**config.mk**
```make
export PLATFORM = sky130hd
export DESIGN_NAME = mrac_classify
export DESIGN_NICKNAME = d
export VERILOG_FILES = /design/src/hdl/mrac_pkg.sv /design/src/hdl/mrac_classify.sv
export SDC_FILE = /design/constraint.sdc
export NUM_CORES = 1
export LEC_CHECK = 0
export ABC_AREA = 1
export BUFFER_PORTS_ARGS = -buffer_cell sky130_fd_sc_hd__buf_2
export CORE_MARGIN = 2
export CORE_UTILIZATION = 45
export DETAILED_ROUTE_END_ITERATION = 10
export MAX_ROUTING_LAYER = met4
export PLACE_DENSITY = 0.8
export SLEW_MARGIN = 40
export SYNTH_ARGS = -nofsm -noshare
export SYNTH_HDL_FRONTEND = slang
export SYNTH_SLANG_ARGS = --single-unit
export TNS_END_PERCENT = 5
```
**constraint.sdc**
```tcl
create_clock -name vclk -period 3.58
set_input_delay 0.179 -clock vclk [all_inputs]
set_output_delay 0.179 -clock vclk [all_outputs]
set_load 0.005 [all_outputs]
```
**src/hdl/mrac_pkg.sv**
```systemverilog
// shared types, constants and codes for the memory region access checker
// no dependencies; imported by mrac_cfg, mrac_classify and memory_region_access_checker

package mrac_pkg;

  localparam int ADDR_W = 24;
  localparam int MEM_BYTES = 1048576;
  localparam int RETURN_WORD_ADDR = 1024;

  localparam int VECTOR_END = 'h100;
  localparam int NAME_LO = 'h910;
  localparam int NAME_HI = 'h932;
  localparam int PARAM_BYTES = 32;

  localparam int BIT_AW = 5;
  localparam int ROW_BITS = 1 << BIT_AW;
  localparam int ROW_CNT = (MEM_BYTES + ROW_BITS - 1) / ROW_BITS;
  localparam int ROW_AW = (ROW_CNT > 1) ? $clog2(ROW_CNT) : 1;

  localparam int CFG_AW = 5;
  localparam int CFG_DW = 32;

  localparam logic [2:0] CFG_HEAP_START = 3'd0;
  localparam logic [2:0] CFG_HEAP_END = 3'd1;
  localparam logic [2:0] CFG_USTK_START = 3'd2;
  localparam logic [2:0] CFG_USTK_END = 3'd3;
  localparam logic [2:0] CFG_ISTK_START = 3'd4;
  localparam logic [2:0] CFG_ISTK_END = 3'd5;
  localparam logic [2:0] CFG_ABOVE = 3'd6;
  localparam logic [2:0] CFG_BELOW = 3'd7;

  localparam logic [3:0] REG_VECTORS = 4'd0;
  localparam logic [3:0] REG_GLOBALS = 4'd1;
  localparam logic [3:0] REG_APP_NAME = 4'd2;
  localparam logic [3:0] REG_HEAP = 4'd3;
  localparam logic [3:0] REG_USER_STACK = 4'd4;
  localparam logic [3:0] REG_BASE_WORD = 4'd5;
  localparam logic [3:0] REG_BELOW = 4'd6;
  localparam logic [3:0] REG_PARAMS = 4'd7;
  localparam logic [3:0] REG_ABOVE = 4'd8;
  localparam logic [3:0] REG_IRQ_STACK = 4'd9;
  localparam logic [3:0] REG_RETURN_WORD = 4'd10;
  localparam logic [3:0] REG_UNTRACKED = 4'd11;

  localparam logic [1:0] SEV_OK = 2'd0;
  localparam logic [1:0] SEV_WARN = 2'd1;
  localparam logic [1:0] SEV_FATAL = 2'd2;

  localparam logic REQ_READ = 1'b0;
  localparam logic REQ_WRITE = 1'b1;

  typedef struct packed {
    logic [ADDR_W-1:0] heap_start;
    logic [ADDR_W-1:0] heap_end;
    logic [ADDR_W-1:0] ustk_start;
    logic [ADDR_W-1:0] ustk_end;
    logic [ADDR_W-1:0] istk_start;
    logic [ADDR_W-1:0] istk_end;
    logic [ADDR_W:0]   base;
    logic [ADDR_W+1:0] above_end;
    logic [ADDR_W+1:0] param_end;
  } cfg_t;

  typedef struct packed {
    logic [3:0] region;
    logic [1:0] sev;
    logic       set_bit;
  } cls_t;

endpackage

```
**src/hdl/mrac_classify.sv**
```systemverilog
// region lookup and severity for one access, priority ordered
// depends on mrac_pkg

module mrac_classify
  import mrac_pkg::*;
(
  input  cfg_t              cfg,
  input  logic              req_type,
  input  logic [ADDR_W-1:0] address,
  input  logic              written,
  output cls_t              cls
);

  logic [ADDR_W+1:0] a_x;
  logic hit_vec, hit_glob, hit_name, hit_heap, hit_ustk, hit_base;
  logic hit_below, hit_area, hit_param, hit_istk, hit_ret;
  logic wr;

  assign wr  = (req_type == REQ_WRITE);
  assign a_x = {2'b00, address};

  assign hit_vec   = a_x < (ADDR_W+2)'(VECTOR_END);
  assign hit_glob  = (address < cfg.heap_start);
  assign hit_name  = (a_x >= (ADDR_W+2)'(NAME_LO)) && (a_x < (ADDR_W+2)'(NAME_HI));
  assign hit_heap  = (address >= cfg.heap_start) && (address < cfg.heap_end);
  assign hit_ustk  = (address > cfg.ustk_end) && (address <= cfg.ustk_start);
  assign hit_base  = (a_x == {1'b0, cfg.base});
  assign hit_below = (address >= cfg.ustk_start) && (a_x < {1'b0, cfg.base});
  assign hit_area  = (a_x >= {1'b0, cfg.base}) && (a_x < cfg.above_end);
  assign hit_param = (a_x < cfg.param_end);
  assign hit_istk  = (address > cfg.istk_end) && (address <= cfg.istk_start);
  assign hit_ret   = (a_x == (ADDR_W+2)'(RETURN_WORD_ADDR));

  always_comb begin
    cls.set_bit = 1'b0;
    if (hit_vec) begin
      cls.region = REG_VECTORS;
      cls.sev = wr ? SEV_FATAL : SEV_OK;
    end else if (hit_glob) begin
      cls.region = hit_name ? REG_APP_NAME : REG_GLOBALS;
      cls.sev = (wr || !hit_name) ? SEV_WARN : SEV_OK;
    end else if (hit_heap) begin
      cls.region = REG_HEAP;
      cls.sev = wr ? SEV_WARN : SEV_OK;
    end else if (hit_ustk) begin
      cls.region = REG_USER_STACK;
      cls.sev = SEV_OK;
    end else if (hit_base) begin
      cls.region = REG_BASE_WORD;
      cls.sev = SEV_WARN;
    end else if (hit_below) begin
      cls.region = REG_BELOW;
      cls.set_bit = wr;
      cls.sev = (wr || written) ? SEV_OK : SEV_WARN;
    end else if (hit_area) begin
      cls.region = hit_param ? REG_PARAMS : REG_ABOVE;
      cls.sev = (hit_param || wr) ? SEV_WARN : SEV_OK;
    end else if (hit_istk) begin
      cls.region = REG_IRQ_STACK;
      cls.sev = SEV_OK;
    end else if (hit_ret) begin
      cls.region = REG_RETURN_WORD;
      cls.sev = wr ? SEV_FATAL : SEV_OK;
    end else begin
      cls.region = REG_UNTRACKED;
      cls.sev = SEV_FATAL;
    end
  end

endmodule

```
==> flow_summary.ini, run 1 <==
[grt]
grt_use_met1_pct = 31.6
grtUsageMet2_pct = 47.8
grt_usage_pct = 26.2
use_met3_pct = 2.87
grt_pass1_wl_mm = 30.2
top_usage_layer = met2
antenna_found_initial = 4
grt_max_degree = 12
grt_pass1_vias = 6765
grt_overflow_total = 0

[worst_setup_path]
path_buf_inv = 4
end_kind = output port
critPathTopFamily = simple AND/OR/NAND/NOR gates
critPathCapture = cls[4]
crit_chain = buf_2 > ha_1 > nand2_1 > inv_1 > nand3_1 > nor3_2 > nand3_1 > a21oi_1 > nor2_1 > nor2_2 > nand2_2 > nand2_2 > inv_2 > nand2_1 > nand2_1 > nand2_1 > nand2_1 > buf_2
critPathArrivalTime_ps = 2280
cp-start-kind = input pin
worstPathRequired_ps = 3400
crit_start = address[23]
cp_max_fo = 10
cpPeakStageDelay_ps = 330
crit_type = input pin to output port
cpMaxStageDelayCell = ha_1
cpMostUsedCell = nand2_1
cp_num_cells = 18

[route]
drtIter0Drc = 278
first_pass_iters = 5
drc_errors = 0
routed_wirelength_mm = 19.1
vias = 7057
ant_nets = 0
avgViaCountPerCell = 4.82
wl_per_cell_um = 13.0

[sta]
finalHoldViolCount = 0
period_share_pct = 68.7
max_slew_margin_pct = 65.6
fin_crit_ps = 2460
worst_pin_slew_ps = 512
fin_tns_setup_ps = 0
layout_setup_ws_ps = 1120
setup_viol = 0
max_freq_ghz = 0.406
rsz0062_at_grt = false
drv_slew = 0
hold_ws_ps = 732

[power_and_ir_drop]
p_leak_nw = 5.25
total_power_mw = 0.835
p_per_area_mw_per_mm2 = 109
ir_worst_vdd_mv = 0.0809

[synthesis]
syn_area_mm2 = 0.00619
syn_avg_cell_area_um2 = 6.01
syn_nets = 1489
synth_area_leaders = ha_1, inv_1, nand2_1
ys_warn_count = 0
syn_inst = 1029
synth_top_area_share_pct = 43.1
ys_seq_area_share_pct = 0
yosysMostFrequentCell = inv_1
yosysTopAreaCell = ha_1
ys_types = 35
synth_common_cells = inv_1, nand2_1, ha_1

[final_layout]
drive_gt1_share_pct = 22.3
seq_cell_count = 0
regArea_um2 = 0
synthToLayoutAreaGrowth_pct = 24.3
num-nets-final = 1745
clock_buffers = 0

[placed_design]
portBuffers = 254
gp_congestion = 0.874
place_worst_setup_slack_ps = 1120
hpwlAfterDp_mm = 16.7

[floorplan]
core_mm2 = 0.0133
die_y_um = 121
die_area_mm2 = 0.0147
rows = 42
io_pins = 254
start_util_pct = 46.4
die_width_um = 121

[job]
maxCapViolCount = 0

[status]
status = complete, no violations

[worst_hold_path]
hp-class = input pin to output port

[clocking]
cts_setup_buffers = 0
cts_resized = 0
postCtsHoldBufs = 0
-- cells by family after synthesis --
kind of cell | synth area share (%)
simple gates | 27.6
buf+inv | 17.3
fa+ha+maj | 43.1
compound gates | 11.9
-- worst min-delay path, cell delays in order --
cell and delay, ps:
buf_2 120, nand3_1 80, nor4_1 50, buf_2 120
-- area by class of cell --
class / instances / area (um2)
diodes: 4 / 10.0
fillers: 1377 / 5660
inverters: 286 / 1070
multi-input cells: 743 / 5110
well taps: 176 / 220
repair buffers: 254 / 1270
-- how the worst min path moves through the flow --
stage / slack, ps / end / cells past startpoint / from
detailed placement: 720 / cls[0] / 4 / req_type
global placement: 720 / cls[0] / 4 / req_type
global route: 750 / cls[0] / 4 / req_type
floorplan: 470 / cls[0] / 2 / req_type
finish: 730 / cls[0] / 4 / req_type
CTS: 720 / cls[0] / 4 / req_type
-- metal layers --
layer | routed length [um] | vias to the layer above
met5 | 0 | -
met4 | 387 | 0
met3 | 1300 | 22
met2 | 8950 | 235
met1 | 8440 | 3018
li1 | - | 3782
-- where the power goes --
| part | leakage [nW] | internal (mW) | switching [mW] |
|---|---|---|---|
| logic | 5.25 | 0.366 | 0.469 |
| registers | 0 | 0 | 0 |
| clock network | 0.0000254 | 0.000000150 | 0 |
| total | 5.25 | 0.366 | 0.469 |
-- cell usage in the layout, fill, tap and decap left out, types with 3 or more instances in the layout --
cell type and instances:
inv_1 276, buf_2 254, nand2_1 232, ha_1 213
a21oi_1 85, nor2_1 76, nand3_1 37, o21ai_0 20
nand4_1 19, inv_2 9, o21a_1 9, a21o_1 8
nor3_1 5, nand2_2 5, diode_2 4, nor2_2 4
o21bai_1 3, o21ai_1 3
-- per-stage QoR --
step	utilization [%]	std cells	instance area (um2)
final	57.6	1463	7690
after CTS	57.5	1459	7680
after global placement	57.5	1459	7680
after detailed placement	57.5	1459	7680
after global routing	57.6	1463	7690
after floorplan	-	1029	6190
Note: power is estimated with default switching activity, not from simulation.
==> run 2: changes to the inputs <==
Settings changed: PLACE_DENSITY 0.8 to 0.83.
Clock period 3.58 ns to 1.98 ns, I/O delays scaled along.
==> run 2 against run 1 <==
Effect of this change: design area rose by 16%; final cell count is 5.1% higher; sequential cell count stayed put; critical endpoint is now cls[5]; utilization increased by 9.3 points; the run now ends with negative setup slack left; via count up 9.1%; worst hold slack got worse by 150 ps; sequential share of layout area is the same; die area did not move; first-iteration DRC count grew 19%.
==> flow_summary.ini, run 2 (synthesis gave the netlist of run 1 again) <==
[route]
first_pass_iters = 4
routed_wirelength_mm = 22.2
ant_nets = 0
drc_errors = 0
avgViaCountPerCell = 5.01
wl_per_cell_um = 14.5
vias = 7699
drtIter0Drc = 332

[power_and_ir_drop]
p_per_area_mw_per_mm2 = 212
p_leak_nw = 5.69
ir_worst_vdd_mv = 0.102

[final_layout]
final_cell_mix = inv_1, buf_2, nand2_1, ha_1, a21oi_1
clock_buffers = 0
drive_gt1_share_pct = 32.1
seq_cell_count = 0
regArea_um2 = 0
synthToLayoutAreaGrowth_pct = 44.4
final_common_cell = inv_1
num-nets-final = 1816
utilization_pct = 66.9

[sta]
finalHoldViolCount = 0
drv_slew = 0
fin_crit_ps = 2080
layout_setup_ws_ps = -95.8
period_share_pct = 105
max_slew_margin_pct = 70.7
setup_viol = 7
worst_pin_slew_ps = 437
max_freq_ghz = 0.482
rsz0062_at_grt = true
hold_ws_ps = 582

[status]
status = finished, violations left
failed_checks = negative setup slack

[grt]
grt_usage_pct = 29.3
antenna_found_initial = 7
grt_pass1_vias = 7624
grt_pass1_wl_mm = 33.5
grt_max_degree = 11
grt_overflow_total = 0

[placed_design]
portBuffers = 254
hpwlAfterDp_mm = 18.4
gp_congestion = 0.884
place_worst_setup_slack_ps = -175

[worst_setup_path]
path_buf_inv = 6
end_kind = output port
worstPathRequired_ps = 1880
cp_max_fo = 4
cp_num_cells = 14
critPathTopFamily = compound AO/OA/AOI/OAI gates
cp-start-kind = input pin
crit_chain = buf_2 > inv_1 > ha_1 > a21oi_1 > o21ai_0 > a21oi_1 > buf_4 > nand4_1 > nand2_2 > inv_4 > nor2_4 > inv_1 > a31oi_1 > buf_2
cpPeakStageDelay_ps = 310
cpMaxStageDelayCell = ha_1
crit_type = input pin to output port
critPathArrivalTime_ps = 1980

[floorplan]
rows = 42
io_pins = 254
die_y_um = 121
die_area_mm2 = 0.0147
die_width_um = 121
start_util_pct = 46.4
core_mm2 = 0.0133

[worst_hold_path]
holdPathStages = 4
hp-class = input pin to output port

[job]
maxCapViolCount = 0
==> run 2: changes by cell type in the layout (fill, tap and decap cells not counted), sizes merged <==
cell / previous run / this run
diode: 4 / 7
buf: 254 / 324
clkbuf: 0 / 1
==> run 2: layer usage <==
| metal | vias up | GRT usage (%) | routed length, um |
|---|---|---|---|
| met1 | 3354 | 31.9 | 8930 |
| met4 | 0 | 11.4 | 933 |
| met2 | 342 | 54.2 | 10700 |
| met5 | - | - | 0 |
| met3 | 68 | 3.20 | 1600 |
| li1 | 3935 | - | - |
==> run 2: final timing paths <==
check | end | slack, ps | start
max | cls[5] | -100 | cfg[220]
min | cls[0] | 580 | req_type
==> run 2: through the flow <==
stage                     power, mW  instance area, um2  cells  setup TNS, ps
after detailed placement       1.66                8230   1525           -899
after global placement         1.60                8230   1525           -568
after floorplan               0.924                6190   1029              0
final                          1.89                8930   1537           -343
after CTS                      1.76                8560   1525           -146
after global routing           2.14                8930   1537          -1340
==> run 2: cell type report <==
| cell class | count | area, um2 |
|---|---|---|
| Fill cell | 1197 | 4410 |
| Inverter | 286 | 1080 |
| Tap cell | 176 | 220 |
| Timing Repair Buffer | 325 | 1990 |
| Multi-Input combinational cell | 743 | 5630 |
| Antenna cell | 7 | 17.5 |
==> run 2: power breakdown <==
part	internal (mW)	switching [mW]	total [mW]
sequential	0	0	0
clock	0.000000473	0	0.000000473
combinational	0.885	1.01	1.89
==> run 2: what timing repair did <==
item / in CTS / in global routing
endpoints found under the setup margin: 7 / 7
resized for setup: 75 / 63
hold buffers: 0 / 0
pin swaps: 28 / 39
setup buffers: 1 / 5
